File: config.mk
export PLATFORM = sky130hd
export DESIGN_NAME = gamepad_serial_port_registers_unit
export DESIGN_NICKNAME = d
export VERILOG_FILES = /design/src/rtl/gsp_pkg.sv /design/src/rtl/gamepad_serial_port_registers_unit.sv /design/src/rtl/gsp_apb.sv /design/src/rtl/gsp_core.sv
export SDC_FILE = /design/constraint.sdc
export NUM_CORES = 1
export LEC_CHECK = 0
export BUFFER_PORTS_ARGS = -buffer_cell sky130_fd_sc_hd__clkbuf_2
export CORE_MARGIN = 1.5
export CORE_UTILIZATION = 55
export CTS_BUF_LIST = sky130_fd_sc_hd__clkbuf_8
export CTS_CLUSTER_DIAMETER = 80
export DETAILED_ROUTE_END_ITERATION = 16
export PLACE_DENSITY = 0.93
export SETUP_SLACK_MARGIN = 0.5
export SLEW_MARGIN = 20
export SYNTH_ARGS = -nofsm -noshare
export SYNTH_HDL_FRONTEND = slang
export SYNTH_SLANG_ARGS = --single-unit
File: constraint.sdc
create_clock -name clk -period 2.8 [get_ports clk]
set_clock_uncertainty 0.2 [all_clocks]
set_input_delay 0.14 -clock clk [delete_from_list [all_inputs] [get_ports clk]]
set_output_delay 0.14 -clock clk [all_outputs]
set_load 0.02 [all_outputs]
File: src/rtl/gsp_pkg.sv
`default_nettype none

package gsp_pkg;

	localparam int TX_DEPTH_DEF = 8;
	localparam int RX_DEPTH_DEF = 8;
	localparam int REPLY_MAX    = 8;

	// access kinds
	localparam logic FUNC_READ  = 1'b0;
	localparam logic FUNC_WRITE = 1'b1;

	// register window offsets
	localparam logic [3:0] OFF_DATA   = 4'd0;
	localparam logic [3:0] OFF_STATUS = 4'd4;
	localparam logic [3:0] OFF_MODE   = 4'd8;
	localparam logic [3:0] OFF_CTRL   = 4'd10;

	// configuration register byte addresses
	localparam logic [2:0] CFG_CARD_PRESENT = 3'd0;

	// control bits
	localparam int CTRL_EN_BIT   = 0;
	localparam int CTRL_SLOT_BIT = 2;
	localparam int CTRL_ACK_BIT  = 4;
	localparam int CTRL_RST_BIT  = 5;

	// status bits and masks
	localparam int         STAT_TX_BIT   = 0;
	localparam int         STAT_RX_BIT   = 1;
	localparam logic [7:0] STAT_KEEP     = 8'h07;
	localparam logic [7:0] STAT_TAKE     = 8'hF8;
	localparam logic [7:0] STAT_RESET    = 8'h02;

	// reply bytes
	localparam logic [7:0] PAD_CMD_MASK  = 8'h5F;
	localparam logic [7:0] PAD_CMD_POLL0 = 8'h40;
	localparam logic [7:0] PAD_CMD_POLL1 = 8'h41;
	localparam logic [7:0] PAD_CMD_ZERO2 = 8'h42;
	localparam logic [7:0] PAD_CMD_ZERO4 = 8'h43;
	localparam logic [7:0] PAD_ID        = 8'h41;
	localparam logic [7:0] BYTE_ACK      = 8'h5A;
	localparam logic [7:0] CARD_CMD_ID   = 8'h53;
	localparam logic [7:0] CARD_ID_FLAG  = 8'h80;
	localparam logic [7:0] BYTE_NONE     = 8'hFF;

	typedef struct packed {
		logic        func;
		logic [3:0]  offset;
		logic [7:0]  write_data;
		logic [15:0] button_state;
	} req_t;

	typedef struct packed {
		logic [REPLY_MAX-1:0][7:0] bytes;  // entry 0 in the low bits
		logic [3:0]                len;
	} reply_t;

	function automatic reply_t pad_reply(input logic [7:0] cmd, input logic [15:0] buttons);
		reply_t r;
		r.bytes    = '0;
		r.bytes[0] = BYTE_NONE;
		r.bytes[1] = BYTE_NONE;
		r.len      = 4'd2;
		unique case (cmd & PAD_CMD_MASK)
			PAD_CMD_POLL0, PAD_CMD_POLL1: begin
				r.bytes[0] = PAD_ID;
				r.bytes[1] = BYTE_ACK;
				r.bytes[2] = buttons[7:0];
				r.bytes[3] = buttons[15:8];
				r.len      = 4'd4;
			end
			PAD_CMD_ZERO2: begin
				r.bytes[0] = 8'h00;
				r.bytes[1] = 8'h00;
			end
			PAD_CMD_ZERO4: begin
				r.bytes[0] = 8'h00;
				r.bytes[1] = 8'h00;
				r.len      = 4'd4;
			end
			default: begin
			end
		endcase
		return r;
	endfunction

	function automatic reply_t card_reply(input logic [7:0] cmd, input logic present);
		reply_t r;
		r.bytes = '0;
		r.len   = 4'd1;
		if (!present) begin
			r.bytes[0] = BYTE_NONE;
		end else if (cmd == CARD_CMD_ID) begin
			r.bytes[0] = BYTE_ACK;
			r.bytes[1] = BYTE_ACK;
			r.bytes[4] = CARD_ID_FLAG;
			r.len      = 4'd8;
		end else begin
			r.bytes[0] = BYTE_ACK;
		end
		return r;
	endfunction

endpackage

`default_nettype wire

File: src/rtl/gamepad_serial_port_registers_unit.sv
// Controller port register window: gamepad and memory card serial port.
//
// Channels:
//   s_axis_*  one bus access per transfer. tuser carries the access kind
//             (0 read, 1 write); tdata carries offset, write byte and the
//             current pad button bits.
//   m_axis_*  one result per access: the byte read, 0 for writes, FF for an
//             unmapped offset or an empty receive store.
//   APB       card_present at byte address 0; write it only while idle.
// Path: an accepted access is held in the input register, and its result
// is then loaded into the result register, which drives m_axis_tvalid.
// Throughput is one access per cycle while m_axis_tready does not stall
// the result register: the whole register update is a single pass of
// logic between the input register and the result register.
// Stall: while a result waits on m_axis_tready the input register still
// takes one more access; s_axis_tready drops only when both registers are
// full. No access is lost or repeated.
// Reset: arst_n clears all control state at once; status reads 0x02, the
// queues are empty, and the gamepad slot is selected. No clearing pass.
`default_nettype none

module gamepad_serial_port_registers_unit
	import gsp_pkg::*;
#(
	parameter int TX_DEPTH = TX_DEPTH_DEF,
	parameter int RX_DEPTH = RX_DEPTH_DEF
) (
	input  wire logic        clk,
	input  wire logic        arst_n,
	// access in
	input  wire logic        s_axis_tvalid,
	output logic             s_axis_tready,
	input  wire logic [31:0] s_axis_tdata,  // [3:0] offset, [11:4] write_data,
	                                         // [27:12] button_state, [31:28] zero
	input  wire logic        s_axis_tuser,  // [0] func
	// result out
	output logic             m_axis_tvalid,
	input  wire logic        m_axis_tready,
	output logic [7:0]       m_axis_tdata,  // [7:0] read_data
	// configuration
	input  wire logic        psel,
	input  wire logic        penable,
	input  wire logic        pwrite,
	input  wire logic [2:0]  paddr,
	input  wire logic [31:0] pwdata,
	output logic [31:0]      prdata,
	output logic             pready
);

	logic       valid_s1;
	req_t       req_s1;
	logic       out_valid_q;
	logic [7:0] out_data_q;
	logic       out_free;
	logic       fire;
	logic       card_present;
	logic [7:0] core_rdata;

	// the result register can load when empty or being drained this cycle
	assign out_free      = !out_valid_q || m_axis_tready;
	assign fire          = valid_s1 && out_free;
	assign s_axis_tready = !valid_s1 || out_free;

	// input register
	always_ff @(posedge clk or negedge arst_n) begin
		if (!arst_n) begin
			valid_s1 <= 1'b0;
		end else if (s_axis_tvalid && s_axis_tready) begin
			valid_s1 <= 1'b1;
		end else if (fire) begin
			valid_s1 <= 1'b0;
		end
	end

	always_ff @(posedge clk) begin
		if (s_axis_tvalid && s_axis_tready) begin
			req_s1.func         <= s_axis_tuser;
			req_s1.offset       <= s_axis_tdata[3:0];
			req_s1.write_data   <= s_axis_tdata[11:4];
			req_s1.button_state <= s_axis_tdata[27:12];
		end
	end

	gsp_apb u_apb (
		.clk          (clk),
		.arst_n       (arst_n),
		.psel         (psel),
		.penable      (penable),
		.pwrite       (pwrite),
		.paddr        (paddr),
		.pwdata       (pwdata),
		.prdata       (prdata),
		.pready       (pready),
		.card_present (card_present)
	);

	gsp_core #(
		.TX_DEPTH (TX_DEPTH),
		.RX_DEPTH (RX_DEPTH)
	) u_core (
		.clk          (clk),
		.arst_n       (arst_n),
		.fire         (fire),
		.req          (req_s1),
		.card_present (card_present),
		.read_data    (core_rdata)
	);

	// result register: hold while stalled, drop once transferred
	always_ff @(posedge clk or negedge arst_n) begin
		if (!arst_n) begin
			out_valid_q <= 1'b0;
		end else if (fire) begin
			out_valid_q <= 1'b1;
		end else if (m_axis_tready) begin
			out_valid_q <= 1'b0;
		end
	end

	always_ff @(posedge clk) begin
		if (fire) begin
			out_data_q <= core_rdata;
		end
	end

	assign m_axis_tvalid = out_valid_q;
	assign m_axis_tdata  = out_data_q;

	a_ready_only_when_full: assert property (@(posedge clk) disable iff (!arst_n)
		!s_axis_tready |-> valid_s1 && out_valid_q && !m_axis_tready)
		else $error("input stalled while a register was free");

endmodule

`default_nettype wire

File: src/rtl/gsp_apb.sv
`default_nettype none

module gsp_apb
	import gsp_pkg::*;
(
	input  wire logic        clk,
	input  wire logic        arst_n,
	input  wire logic        psel,
	input  wire logic        penable,
	input  wire logic        pwrite,
	input  wire logic [2:0]  paddr,
	input  wire logic [31:0] pwdata,
	output logic [31:0]      prdata,
	output logic             pready,
	output logic             card_present
);

	logic card_present_q;
	logic wr_en;

	assign pready = 1'b1;
	assign wr_en  = psel && penable && pwrite && pready;

	always_ff @(posedge clk or negedge arst_n) begin
		if (!arst_n) begin
			card_present_q <= 1'b0;
		end else if (wr_en && (paddr == CFG_CARD_PRESENT)) begin
			card_present_q <= pwdata[0];
		end
	end

	always_comb begin
		prdata = '0;
		if (paddr == CFG_CARD_PRESENT) begin
			prdata = {31'd0, card_present_q};
		end
	end

	assign card_present = card_present_q;

endmodule

`default_nettype wire

File: src/rtl/gsp_core.sv
`default_nettype none

module gsp_core
	import gsp_pkg::*;
#(
	parameter int TX_DEPTH = TX_DEPTH_DEF,
	parameter int RX_DEPTH = RX_DEPTH_DEF
) (
	input  wire logic       clk,
	input  wire logic       arst_n,
	input  wire logic       fire,
	input  wire req_t       req,
	input  wire logic       card_present,
	output logic [7:0]      read_data
);

	localparam int TXC_W = $clog2(TX_DEPTH + 1);
	localparam int RXC_W = $clog2(RX_DEPTH + 1);
	localparam int RXI_W = $clog2(RX_DEPTH);

	logic [7:0]       tx_first_q, tx_first_d;
	logic [TXC_W-1:0] tx_count_q, tx_count_d;
	logic [RXC_W-1:0] rx_count_q, rx_count_d;
	logic [RXC_W-1:0] rx_ptr_q, rx_ptr_d;
	logic [7:0]       status_q, status_d;
	logic [7:0]       mode_q, mode_d;
	logic [7:0]       ctrl_q, ctrl_d;
	logic             slot_q, slot_d;
	logic [7:0]       rx_store_q [RX_DEPTH];

	logic             slot_new;
	logic             load_reply;
	reply_t           reply;

	assign slot_new = req.write_data[CTRL_SLOT_BIT];
	assign reply    = slot_new ? card_reply(tx_first_q, card_present)
	                           : pad_reply(tx_first_q, req.button_state);

	always_comb begin
		tx_first_d = tx_first_q;
		tx_count_d = tx_count_q;
		rx_count_d = rx_count_q;
		rx_ptr_d   = rx_ptr_q;
		status_d   = status_q;
		mode_d     = mode_q;
		ctrl_d     = ctrl_q;
		slot_d     = slot_q;
		load_reply = 1'b0;
		read_data  = 8'h00;
		if (req.func == FUNC_WRITE) begin
			unique case (req.offset)
				OFF_DATA: begin
					if (tx_count_q < TXC_W'(TX_DEPTH)) begin
						if (tx_count_q == '0) begin
							tx_first_d = req.write_data;
						end
						tx_count_d = tx_count_q + TXC_W'(1);
					end
				end
				OFF_STATUS: begin
					status_d = (status_q & STAT_KEEP) | (req.write_data & STAT_TAKE);
				end
				OFF_MODE: begin
					mode_d = req.write_data;
				end
				OFF_CTRL: begin
					ctrl_d = req.write_data;
					if (req.write_data[CTRL_ACK_BIT] || req.write_data[CTRL_RST_BIT]) begin
						rx_count_d = '0;
						rx_ptr_d   = '0;
					end
					// reset bit is self-clearing
					ctrl_d[CTRL_RST_BIT] = 1'b0;
					if (req.write_data[CTRL_EN_BIT]) begin
						slot_d = slot_new;
						if (tx_count_q != '0) begin
							tx_count_d              = '0;
							load_reply              = 1'b1;
							rx_count_d              = RXC_W'(reply.len);
							rx_ptr_d                = '0;
							status_d[STAT_RX_BIT]   = 1'b1;
							status_d[STAT_TX_BIT]   = 1'b0;
						end
					end
				end
				default: begin
				end
			endcase
		end else begin
			unique case (req.offset)
				OFF_DATA: begin
					if (rx_ptr_q < rx_count_q) begin
						read_data = rx_store_q[rx_ptr_q[RXI_W-1:0]];
						rx_ptr_d  = rx_ptr_q + RXC_W'(1);
						if (rx_ptr_d >= rx_count_q) begin
							status_d[STAT_RX_BIT] = 1'b0;
						end
					end else begin
						read_data = BYTE_NONE;
					end
				end
				OFF_STATUS: read_data = status_q;
				OFF_MODE:   read_data = mode_q;
				OFF_CTRL:   read_data = ctrl_q;
				default:    read_data = BYTE_NONE;
			endcase
		end
	end

	always_ff @(posedge clk or negedge arst_n) begin
		if (!arst_n) begin
			tx_first_q <= '0;
			tx_count_q <= '0;
			rx_count_q <= '0;
			rx_ptr_q   <= '0;
			status_q   <= STAT_RESET;
			mode_q     <= '0;
			ctrl_q     <= '0;
			slot_q     <= 1'b0;
		end else if (fire) begin
			tx_first_q <= tx_first_d;
			tx_count_q <= tx_count_d;
			rx_count_q <= rx_count_d;
			rx_ptr_q   <= rx_ptr_d;
			status_q   <= status_d;
			mode_q     <= mode_d;
			ctrl_q     <= ctrl_d;
			slot_q     <= slot_d;
		end
	end

	// reply bytes past the reply length keep their old contents
	always_ff @(posedge clk) begin
		if (fire && load_reply) begin
			for (int i = 0; i < REPLY_MAX; i++) begin
				if (4'(i) < reply.len) begin
					rx_store_q[i] <= reply.bytes[i];
				end
			end
		end
	end

	a_rx_ptr_in_range: assert property (@(posedge clk) disable iff (!arst_n)
		rx_ptr_q <= rx_count_q)
		else $error("receive read pointer passed the reply length");

	a_tx_count_bound: assert property (@(posedge clk) disable iff (!arst_n)
		tx_count_q <= TXC_W'(TX_DEPTH))
		else $error("transmit count beyond depth");

	a_reply_clears_tx: assert property (@(posedge clk) disable iff (!arst_n)
		(fire && load_reply) |=> (tx_count_q == '0) && status_q[STAT_RX_BIT])
		else $error("reply load did not flush transmit queue");

endmodule

`default_nettype wire
==> results of run 1 <==
## layout by cell type (no fill, tap or decap), types with 3 or more instances in the layout
cell           Yosys  layout
mux2_2            29      29
nand3_1            5       5
o22a_1             4       4
a21o_1             3       3
and2_1            22      21
a21oi_1           18      18
o31ai_1            3       3
dfrtp_1           43      42
o22ai_1            9       9
nor2_1            25      25
nand2_1           22      22
ha_1              11      11
a211oi_1           5       5
mux2i_1            6       6
nor2b_1            3       3
clkbuf_8           0       9
dlygate4sd3_1      0      35
nand4_1            3       3
nand2b_1           5       5
o21ai_0            7       7
edfxtp_1          60      60
conb_1             2      32
a22o_1             4       4
clkbuf_2           0      49
inv_1             12      12
buf_4             32      15
## area by class of cell
| type | instances | share of cell area [%] |
|---|---|---|
| clock buffers | 9 | 2.16 |
| flip-flops and latches | 104 | 50.7 |
| clock inverters | 7 | 0.807 |
| repair buffers | 99 | 12.3 |
| inverters | 13 | 0.851 |
| well taps | 108 | 2.36 |
| multi-input cells | 251 | 30.8 |
## worst paths after layout
| kind | from | to | slack (ns) | cells past startpoint |
|---|---|---|---|---|
| max in group asynchronous | arst_n | u_core.rx_ptr_q[1] | 1.89 | 2 |
| worst min-delay path | arst_n | u_core.mode_q[3] | 0.1 | 2 |
| worst max register to register | req_s1[28] | u_core.mode_q[6] | 0.58 | 3 |
| worst min register to register | u_core.rx_count_q[1] | u_core.rx_count_q[1] | 0.29 | 2 |
| worst max-delay path | req_s1[28] | u_core.mode_q[6] | 0.58 | 3 |
| min in group clk | s_axis_tdata[3] | req_s1[27] | 0.27 | 2 |
## sequential cells by signal, indices dropped and copies added, names as in the netlist, 6 cells and up
register / flops
u_core.rx_store_q: 23
u_core.mode_q: 8
u_core.status_q: 6
req_s1: 29
m_axis_tdata: 8
u_core.ctrl_q: 7
u_core.tx_first_q: 8
## logic make-up after synthesis
family	synth area share [%]
AOI/OAI and AO/OA	8.92
xor gates and xnor gates	0.180
adders and majority gates	2.83
buffers and inverters	7.22
DFF	59.7
muxes	9.17
other	0.154
and+or+nand+nor	11.9
## synth_stat cells, drive strengths merged (2+ instances only)
library cell,instances
mux2i,6
nor2,28
edfxtp,60
o21a,3
a21o,3
or2,2
a21oi,18
mux4,2
o21ai,8
ha,11
nor3,4
nand4,4
mux2,30
a21boi,2
buf,36
nor2b,4
inv,13
clkbuf,8
a22o,4
nand3,5
and2,22
nand2b,5
and3,2
o22ai,9
nand3b,2
a211oi,5
nand2,22
dfrtp,43
o22a,4
o31ai,3
conb,2
## per-layer routing
metal  vias to the layer above  GRT usage [%]
li1                       1501              -
met5                         -              0
met1                      1547           26.7
met3                        37           4.68
met2                       160           34.1
met4                         0           11.3
## power groups by stage
stage               registers (uW)  logic, uW  clock network (uW)
floorplan                     1880        316                   0
global placement              1890        382                   0
detailed placement            1900        404                   0
CTS                           1870        449                 841
global route                  1890        524                 912
finish                        1870        480                 830
## stage by stage
stage	cell area, um2	hold slack (ns)	cells
finish	5730	0.0997	591
global route	5730	0.156	591
CTS	5670	0.254	587
detailed placement	5130	0.119	535
global placement	5130	0.117	535
floorplan	4980	-0.356	412
## critical path: cells and delay by family, from the launching register on
family,cells,cell delay [ns]
flops,1,0.64
mux,1,0.43
simple gates,2,0.84
## timing repair
| action | CTS | global route |
|---|---|---|
| hold buffers | 35 | 0 |
| setup buffers | 1 | 4 |
| setup endpoints to repair | 16 | 32 |
| hold endpoints to repair | 75 | 0 |
| gates resized for setup | 2 | 8 |
| pin swaps | 1 | 1 |
==> Implementation_results.wiki, run 1 <==
{| class="wikitable"
! Metric !! Value
|-
| Result of the run || finished clean
|-
| # clock sinks || around 100
|-
| Post-route setup TNS || 0 ns
|-
| Worst slack at placement || between 0.3 and 0.4 ns
|-
| H-tree Lvls || 3
|-
| Type of element launching the critical path || flop
|-
| Share of synthesized area occupied by flip-flops and latches || 59.7%
|-
| Number of enable-type register cells in the synthesized netlist || 60
|-
| Net switching power || slightly below 900 uW
|-
| Final wirelength || between 9000 and 10000 um
|-
| Leakage power summed over all cells || 0.00245 uW
|-
| Measured slew at the worst slew-check pin || 0.562 ns
|-
| Fill cell total of the finished layout || about 600
|-
| Wire length of the first global-routing pass || about 15000 um
|-
| Final critical-path setup slack || 0.580 ns
|-
| Required arrival time at the worst endpoint || ~2.9 ns
|-
| Asr flop ratio synth || a little over two fifths
|-
| ANT nets after route || 0
|-
| Count of antenna diodes in the layout || 0
|-
| Worst-path maximum fanout || 13
|-
| Pin count of the biggest net entering global routing || 45
|-
| Total power per unit cell area || 555 nW/um2
|-
| Slowest-stage cell, CP || edfxtp_1
|-
| Power consumption || ~3200 uW
|-
| Share of power burned in combinational logic || 15.1%
|-
| Final-report setup violation count || 0
|-
| Worst-path cell chain || and3_1, nand3_1, mux2_2
|-
| Vias per cell || approximately 5.5
|-
| Kind of critical path || reg2reg
|-
| Number of top-level pins || around 120
|-
| Clock tree from TritonCTS || yes
|-
| Row Count || 34
|-
| Max Root-Sink Buffers || 2
|-
| Dominant synthesized flop cell || edfxtp_1
|-
| Number of nets in the final layout || 564
|-
| Fraction of final layout cells with drive strength greater than 1 || between 20% and 30%
|-
| Number of detailed-routing iterations run before antenna repair || 5
|-
| Met2 Routed Length || 4730 um
|-
| Worst setup EP type || flop
|-
| Combined area of the multi-input logic cells || roughly 1800 um2
|-
| Remaining max-slew budget at the tightest pin || between 60% and 70%
|-
| Antenna violations before repair || 0
|-
| Biggest area contributors in the synthesized netlist || edfxtp_1, dfrtp_1, mux2_2, buf_4, and2_1
|-
| P&R area growth vs syn || 17.8%
|-
| Drt first-iter violations || 274
|-
| DR WL/cell || around 16 um
|-
| Timing-limited maximum frequency || around 450 MHz
|-
| Area of the mapped netlist || roughly 4900 um2
|-
| Clock network latency to the later pin of the worst-skew pair || about 0.37 ns
|-
| Uppermost layer routed || met4
|-
| Register bit total from synthesis || 104
|-
| Core Footprint || between 8000 and 9000 um2
|-
| Unrepaired setup endpoints after global routing || yes
|-
| Worst IR Drop VDD || about 0.55 mV
|-
| Endpoints failing hold || 0
|-
| Root buf cell || clkbuf_8
|-
| Synth warn || 0
|-
| Endpoint arrival time on the critical path || 2.28 ns
|-
| DR WL met3 || between 500 and 600 um
|-
| Routability congestion estimate from global placement || between 0.8 and 0.9
|-
| Post-detailed-placement half-perimeter wirelength || ~6300 um
|-
| Final core utilization || about two thirds
|-
| Wire length the detailed router placed on met1 || just under 4000 um
|-
| Share of the synthesized area in the top cell type || about 37%
|-
| Number of distinct library cell variants in the gate-level netlist after synthesis || 56
|-
| Delay of the slowest cell on the worst path || approximately 0.64 ns
|-
| Die X || between 90 and 100 um
|-
| Total area of sequential cells || 2910 um2
|-
| Minimum clock period || 2.22 ns
|-
| Starting density of the core || 56.4%
|-
| GRT Residual Overflow || 0
|-
| # port buffers || 50
|-
| Mapped Cells || 382
|-
| CTS Buf Count || 9
|-
| Sequential cell fraction of total power || between 50 and 60%
|-
| Dominant cell type by area after synthesis || edfxtp_1
|-
| DRC viols || 0
|-
| Clock transition at the registers of the reported paths || ~0.090 ns
|-
| Via count of the first global-routing pass || approximately 3200
|-
| Vertical die dimension || 97.1 um
|-
| Power share of the clock group || 26.1%
|-
| Mean Syn Cell Area || between 10 and 15 um2
|-
| Die Outline Area || around 9400 um2
|-
| Count of maximum capacitance violations || 0
|-
| Slew Limit Fails || 0
|-
| Worst Hold Class || in2async
|-
| Cell-internal power || roughly 2300 uW
|-
| Sw Ratio || around 27%
|-
| All-Layer GR Usage || about a fifth
|-
| Total number of vias || between 3000 and 4000
|-
| Final clock period utilization by the worst path || between 70% and 80%
|}
Power figures use the tool's default switching activity.
==> inputs of run 2 (changes only) <==
--- a/config.mk
+++ b/config.mk
@@ -7,11 +7,11 @@
 export LEC_CHECK = 0
 export BUFFER_PORTS_ARGS = -buffer_cell sky130_fd_sc_hd__clkbuf_2
 export CORE_MARGIN = 1.5
-export CORE_UTILIZATION = 55
+export CORE_UTILIZATION = 50
 export CTS_BUF_LIST = sky130_fd_sc_hd__clkbuf_8
 export CTS_CLUSTER_DIAMETER = 80
 export DETAILED_ROUTE_END_ITERATION = 16
-export PLACE_DENSITY = 0.93
+export PLACE_DENSITY = 0.89
 export SETUP_SLACK_MARGIN = 0.5
 export SLEW_MARGIN = 20
 export SYNTH_ARGS = -nofsm -noshare
==> constraint.sdc (replaced) <==
create_clock -name clk -period 1.8 [get_ports clk]
set_clock_uncertainty 0.2 [all_clocks]
set_input_delay 0.09 -clock clk [delete_from_list [all_inputs] [get_ports clk]]
set_output_delay 0.09 -clock clk [all_outputs]
set_load 0.02 [all_outputs]
==> run 2 against run 1 <==
Compared with the run above:
- combinational power grew to 2.5 times the previous value
- highest routed layer unchanged
- critical path depth grew 3
- via count grew 24%
- register-to-register slack lost 0.94 ns
- worst hold slack lost 0.28 ns
- cell count grew 15%
- power grew 79%
- the run now ends with negative hold slack, negative setup slack left
- non-clock buffer count grew 62
==> Implementation_results.wiki, run 2 (synthesis gave the netlist of run 1 again) <==
{| class="wikitable"
! Metric !! Value
|-
| Minimum clock period || 2.16 ns (-0.0588 ns)
|-
| Die X || 102 um (+4.7%)
|-
| Drt first-iter violations || 353 (+29%)
|-
| GRT Residual Overflow || 0 (unchanged)
|-
| Vias per cell || 5.92 (+7.9%)
|-
| Die Outline Area || 10300 um2 (+9.7%)
|-
| Clock tree from TritonCTS || yes
|-
| Pin count of the biggest net entering global routing || 22 (-51%)
|-
| Endpoint arrival time on the critical path || 2.10 ns (-0.18 ns)
|-
| Leading cell types in the layout, fill and taps excluded || edfxtp_1, buf_4, clkbuf_2
|-
| Final clock period utilization by the worst path || 120% (+41 points)
|-
| Number of detailed-routing iterations run before antenna repair || 8 (+3)
|-
| P&R area growth vs syn || 40.3%
|-
| DRC viols || 0 (unchanged)
|-
| H-tree Lvls || 3 (unchanged)
|-
| Vertical die dimension || 102 um (+4.7%)
|-
| ANT nets after route || 0 (unchanged)
|-
| Required arrival time at the worst endpoint || 1.73 ns (-1.13 ns)
|-
| Fraction of final layout cells with drive strength greater than 1 || 50.0% (+23 points)
|-
| Type of element launching the critical path || flop
|-
| Endpoints failing hold || 13 (+13)
|-
| Worst IR Drop VDD || 0.656 mV (+19%)
|-
| Hold slack || -0.176 ns (-0.276 ns)
|-
| Total power per unit cell area || 833 nW/um2 (+50%)
|-
| Most common library cell in the layout ignoring fill and taps || edfxtp_1
|-
| Delay of the slowest cell on the worst path || 0.52 ns (-0.12 ns)
|-
| Count of maximum capacitance violations || 0 (unchanged)
|-
| Worst Hold Class || in2reg
|-
| Antenna violations before repair || 0 (unchanged)
|-
| Critical path buffers and inverters || 2 (+2)
|-
| Unrepaired setup endpoints after global routing || yes
|-
| Slowest-stage cell, CP || edfxtp_1
|-
| Post-detailed-placement half-perimeter wirelength || 7590 um (+20%)
|-
| Register containing the most flip-flops in the final layout || req_s1
|-
| Slew Limit Fails || 0 (unchanged)
|-
| All-Layer GR Usage || 25.6% (+4.5 points)
|-
| Routability congestion estimate from global placement || 0.947 (+5.7%)
|-
| Violations in the final reports || negative hold slack, negative setup slack
|-
| Power consumption || 5690 uW (+79%)
|-
| Number of nets in the final layout || 629 (+12%)
|-
| Clock network latency to the later pin of the worst-skew pair || 0.40 ns (+0.03 ns)
|-
| Starting density of the core || 52.2% (-4.2 points)
|-
| Wire length of the first global-routing pass || 19400 um (+26%)
|-
| CTS Buf Count || 9 (unchanged)
|-
| # port buffers || 50 (unchanged)
|-
| Result of the run || complete, but fails checks
|-
| Biggest registers after layout || req_s1 (29), u_core.rx_store_q (23)
|-
| Total number of vias || 4010 (+24%)
|-
| Number of top-level pins || 118 (unchanged)
|-
| Final critical-path setup slack || -0.362 ns (-0.941 ns)
|-
| Final wirelength || 15000 um (+58%)
|-
| Final-report setup violation count || 85 (+85)
|-
| Timing-limited maximum frequency || 463 MHz (+2.7%)
|-
| Cell family contributing the most delay on the critical path || compound AO/OA/AOI/OAI gates
|-
| Clock transition at the registers of the reported paths || 0.13 ns (+0.04 ns)
|-
| Worst-path cell chain || buf_4, buf_6, o21ai_1, nand3_2, a211oi_2, nor2_1
|-
| Via count of the first global-routing pass || 3774 (+17%)
|-
| Root buf cell || clkbuf_8
|-
| Worst slack at placement || -0.253 ns (-0.644 ns)
|-
| DR WL/cell || 22.2 um (+38%)
|-
| Count of antenna diodes in the layout || 0 (unchanged)
|-
| Max Root-Sink Buffers || 2 (unchanged)
|-
| Worst-path maximum fanout || 6 (-7)
|-
| Leakage power summed over all cells || 0.00299 uW (+22%)
|-
| Row Count || 35 (+2.9%)
|-
| Post-route setup TNS || -18.80 ns (-18.80 ns)
|-
| Worst setup EP type || flop
|-
| # clock sinks || 104 (unchanged)
|-
| Kind of critical path || reg2reg
|-
| Flip-flop count of the largest register, all copies and words added || 29 (unchanged)
|-
| Core Footprint || 9330 um2 (+8.0%)
|-
| Number of hold-repair buffers added at the cts stage || 35 (unchanged)
|}
-- run 2: cell types whose count changed in the layout (fill, tap and decap cells not counted), moves of 8 or more --
cell	delta
and2_1	-16
buf_4	+35
mux2_4	+9
and2_4	+19
a21oi_2	+8
mux2_2	-9
a21oi_1	-12
buf_6	+24
nor2_1	-11
-- run 2: power by group --
part / switching, uW / internal [uW] / total [uW]
registers: 184 / 2760 / 2950
logic: 617 / 597 / 1210
clock network: 960 / 565 / 1520
total: 1760 / 3920 / 5690
-- run 2: metrics by stage --
| stage | area, um2 | hold slack (ns) | utilization [%] | std cells |
|---|---|---|---|---|
| global placement | 5580 | -0.187 | 59.9 | 602 |
| CTS | 6440 | -0.179 | 69.1 | 665 |
| detailed placement | 5580 | -0.179 | 59.9 | 602 |
| global route | 6830 | -0.158 | 73.2 | 677 |
| finish | 6830 | -0.176 | 73.2 | 677 |
| floorplan | 5080 | -0.406 | - | 412 |
-- run 2: repair_timing --
item | CTS | global route
resized for setup | 66 | 78
hold endpoints to repair | 76 | 13
cloned | 5 | 0
setup endpoints to repair | 134 | 135
pin swaps | 19 | 22
buffers inserted | 7 | 12
-- run 2: path summary, 6_finish.rpt --
path / startpoint / to / slack, ns / depth (start not counted)
worst max-delay path: req_s1[27] / m_axis_tdata[5] / -0.36 / 6
worst min-delay path: m_axis_tready / m_axis_tvalid / -0.18 / 3
worst max register to register: req_s1[27] / m_axis_tdata[5] / -0.36 / 6
worst min register to register: u_core.status_q[5] / u_core.status_q[5] / 0.34 / 1
max in group asynchronous: arst_n / u_apb.card_present / 0.81 / 3
min in group asynchronous: arst_n / m_axis_tvalid / -0.06 / 2
-- run 2: metal layers --
metal	routed length [um]	vias up	track usage, %
li1	-	1645	-
met1	5310	1919	30.9
met2	7190	332	42.9
met3	1520	114	6.90
met4	1030	0	11.9
met5	0	-	0
-- run 2: worst reg2reg max path, stage by stage, from the launching register on --
cell and delay (ns):
edfxtp_1 0.52, buf_4 0.19, buf_6 0.13, o21ai_1 0.27
nand3_2 0.14, a211oi_2 0.32, nor2_1 0.13
-- run 2: final cells by class --
class	count	area (um2)
Multi-Input combinational cell	254	2210
Fill cell	554	2500
Sequential cell	104	2910
Timing Repair Buffer	161	1290
Clock buffer	9	124
Clock inverter	7	78.8
Tap cell	129	161
Inverter	13	53.8
==> inputs of run 3 (changes only) <==
--- a/config.mk
+++ b/config.mk
@@ -7,11 +7,11 @@
 export LEC_CHECK = 0
 export BUFFER_PORTS_ARGS = -buffer_cell sky130_fd_sc_hd__clkbuf_2
 export CORE_MARGIN = 1.5
-export CORE_UTILIZATION = 50
+export CORE_UTILIZATION = 55
 export CTS_BUF_LIST = sky130_fd_sc_hd__clkbuf_8
 export CTS_CLUSTER_DIAMETER = 80
 export DETAILED_ROUTE_END_ITERATION = 16
-export PLACE_DENSITY = 0.89
+export PLACE_DENSITY = 0.93
 export SETUP_SLACK_MARGIN = 0.5
 export SLEW_MARGIN = 20
 export SYNTH_ARGS = -nofsm -noshare
==> constraint.sdc (replaced) <==
create_clock -name clk -period 2.3 [get_ports clk]
set_clock_uncertainty 0.2 [all_clocks]
set_input_delay 0.115 -clock clk [delete_from_list [all_inputs] [get_ports clk]]
set_output_delay 0.115 -clock clk [all_outputs]
set_load 0.02 [all_outputs]
==> run 3 against run 2 <==
Compared with the run above:
- the flow now finishes without violations
- non-clock buffer count decreased by 23
- design area shrank 5.8%
- largest cell class unchanged
- combinational power fell by 36%
- core utilization grew 1.3 points
- power decreased by 27%
- critical endpoint is now m_axis_tdata[7]
- worst setup slack better by 0.58 ns
- wire length shrank 14%
- worst hold slack improved by 0.36 ns
- flip-flop and latch count unchanged
- register-to-register slack better by 0.58 ns
- highest routed layer unchanged
==> Implementation_results.wiki, run 3 (synthesis gave the netlist of run 1 again) <==
{| class="wikitable"
! Metric !! Value
|-
| Final clock period utilization by the worst path || 90.6% (-30 points)
|-
| Type of element launching the critical path || flop
|-
| # port buffers || 50 (unchanged)
|-
| Slew Limit Fails || 0 (unchanged)
|-
| Max Root-Sink Buffers || 2 (unchanged)
|-
| H-tree Lvls || 3 (unchanged)
|-
| Met3 GRT Util || 5.76% (-1.1 points)
|-
| Flip-flop count of the largest register, all copies and words added || 29 (unchanged)
|-
| Unrepaired setup endpoints after global routing || yes
|-
| Drt first-iter violations || 352 (-0.28%)
|-
| Worst IR Drop VDD || 0.556 mV (-15%)
|-
| Antenna violations before repair || 0 (unchanged)
|-
| Remaining max-slew budget at the tightest pin || about two fifths
|-
| Wire length of the first global-routing pass || 18700 um (-3.6%)
|-
| Worst-path maximum fanout || 7 (+1)
|-
| Vias per cell || 5.91 (-0.20%)
|-
| Worst Hold Class || in2async
|-
| Clock tree from TritonCTS || yes
|-
| Fraction of final layout cells with drive strength greater than 1 || 44.2% (-5.8 points)
|-
| Row Count || 34 (-2.9%)
|-
| Result of the run || finished clean
|-
| Pin count of the biggest net entering global routing || 35 (+59%)
|-
| Delay of the slowest cell on the worst path || 0.61 ns (+0.09 ns)
|-
| Cell family contributing the most delay on the critical path || simple AND/OR/NAND/NOR gates
|-
| ANT nets after route || 0 (unchanged)
|-
| Vertical die dimension || 97.1 um (-4.5%)
|-
| Clock transition at the registers of the reported paths || 0.11 ns (-0.02 ns)
|-
| Number of detailed-routing iterations run before antenna repair || 7 (-1)
|-
| Critical path buffers and inverters || 1 (-1)
|-
| Clock network latency to the later pin of the worst-skew pair || 0.39 ns (about the same)
|-
| Final core utilization || 74.5% (+1.3 points)
|-
| Post-detailed-placement half-perimeter wirelength || 6550 um (-14%)
|-
| Worst slack at placement || 0.0207 ns (+0.274 ns)
|-
| Most Used Layer, Global Route || met2
|-
| P&R area growth vs syn || 32.2%
|-
| Number of top-level pins || 118 (unchanged)
|-
| Slowest-stage cell, CP || or4_4
|-
| Total number of vias || 3730 (-7.0%)
|-
| Count of maximum capacitance violations || 0 (unchanged)
|-
| Count of antenna diodes in the layout || 0 (unchanged)
|-
| Met2 global-route usage || 43.6% (+0.70 points)
|-
| Most common library cell in the layout ignoring fill and taps || edfxtp_1
|-
| Routability congestion estimate from global placement || 0.875 (-7.6%)
|-
| Biggest registers after layout || req_s1 (29), u_core.rx_store_q (23)
|-
| Leakage power summed over all cells || 0.00274 uW (-8.6%)
|-
| Number of nets in the final layout || 604 (-4.0%)
|-
| Post-route setup TNS || 0 ns (+18.80 ns)
|-
| Via count of the first global-routing pass || 3642 (-3.5%)
|-
| Root buf cell || clkbuf_8
|-
| CTS Buf Count || 9 (unchanged)
|-
| GRT Residual Overflow || 0 (unchanged)
|-
| Endpoint arrival time on the critical path || 2.10 ns (about the same)
|-
| # clock sinks || 104 (unchanged)
|-
| Final critical-path setup slack || 0.217 ns (+0.578 ns)
|-
| Worst-path cell chain || or4_4, buf_6, or2_4, o22ai_2
|-
| Die X || 97.1 um (-4.5%)
|-
| DRC viols || 0 (unchanged)
|-
| Required arrival time at the worst endpoint || 2.31 ns (+0.58 ns)
|-
| All-Layer GR Usage || 26.1% (+0.47 points)
|-
| Final wirelength || 13000 um (-14%)
|-
| Met1 Use GR || 30.9% (about the same)
|-
| Endpoints failing hold || 0 (-13)
|-
| Final-report setup violation count || 0 (-100%)
|-
| Total power per unit cell area || 649 nW/um2 (-22%)
|-
| Core Footprint || 8640 um2 (-7.4%)
|-
| Hold slack || 0.183 ns (+0.359 ns)
|-
| Timing-limited maximum frequency || 480 MHz (+3.8%)
|-
| Minimum clock period || 2.08 ns (-0.0783 ns)
|-
| Worst setup EP type || flop
|-
| Register containing the most flip-flops in the final layout || req_s1
|-
| Measured slew at the worst slew-check pin || 0.910 ns
|-
| Leading cell types in the layout, fill and taps excluded || edfxtp_1, clkbuf_2, buf_4
|-
| Starting density of the core || 56.4% (+4.2 points)
|-
| Kind of critical path || reg2reg
|-
| DR WL/cell || 20.6 um (-7.5%)
|-
| Die Outline Area || 9430 um2 (-8.8%)
|}
## run 3: cell count changes in the layout (fill, tap and decap cells not counted), sizes merged
| cell | previous run | this run |
|---|---|---|
| buf | 77 | 53 |
| inv | 19 | 17 |
| clkinv | 1 | 2 |
| and2 | 25 | 22 |
| clkbuf | 58 | 59 |
| nor2 | 28 | 29 |
| clkinvlp | 0 | 1 |
## run 3: cell type report
type,instances,area (um2)
inverters,13,53.8
multi-input cells,252,2120
flip-flops and latches,104,2910
clock inverters,7,55.1
fillers,481,2200
well taps,108,135
clock buffers,9,124
repair buffers,138,1040
## run 3: path summary, 6_finish.rpt
check	from	to	slack [ns]	depth (start not counted)
max in group asynchronous	arst_n	u_core.tx_first_q[1]	0.98	3
max reg2reg	req_s1[26]	m_axis_tdata[7]	0.22	4
min reg2reg	u_core.rx_count_q[3]	u_core.rx_count_q[3]	0.31	1
max	req_s1[26]	m_axis_tdata[7]	0.22	4
min	arst_n	valid_s1	0.18	2
min in group clk	s_axis_tdata[11]	req_s1[23]	0.24	2
## run 3: timing repair
item | CTS | global route
resized for setup | 56 | 37
hold buffers | 35 | 0
pin swaps | 15 | 19
hold endpoints to repair | 64 | 0
setup endpoints to repair | 82 | 85
gates cloned | 1 | 0
setup buffers | 21 | 16
## run 3: stage by stage
stage	total power (uW)	area, um2	std cells
finish	4180	6440	631
global route	4310	6440	631
CTS	4020	6150	615
detailed placement	2840	5230	542
global placement	2790	5230	542
floorplan	2690	5040	412
## run 3: worst register-to-register path: cells and delay by family (launching register included)
| family | cells | cell delay [ns] |
|---|---|---|
| compound gates | 1 | 0.20 |
| buf+inv | 1 | 0.15 |
| flops | 1 | 0.45 |
| simple gates | 2 | 0.91 |
## run 3: power by group
| group | leakage [uW] | internal (uW) | total (uW) | switching, uW |
|---|---|---|---|---|
| Sequential | 0.00114 | 2160 | 2310 | 146 |
| Combinational | 0.00150 | 362 | 771 | 409 |
| Clock | 0.0000935 | 407 | 1100 | 692 |
## run 3: layer usage
layer	up-vias	share of wire (%)
li1	1584	-
met1	1837	37
met2	249	50
met3	60	8.0
met4	0	4.8
met5	-	0
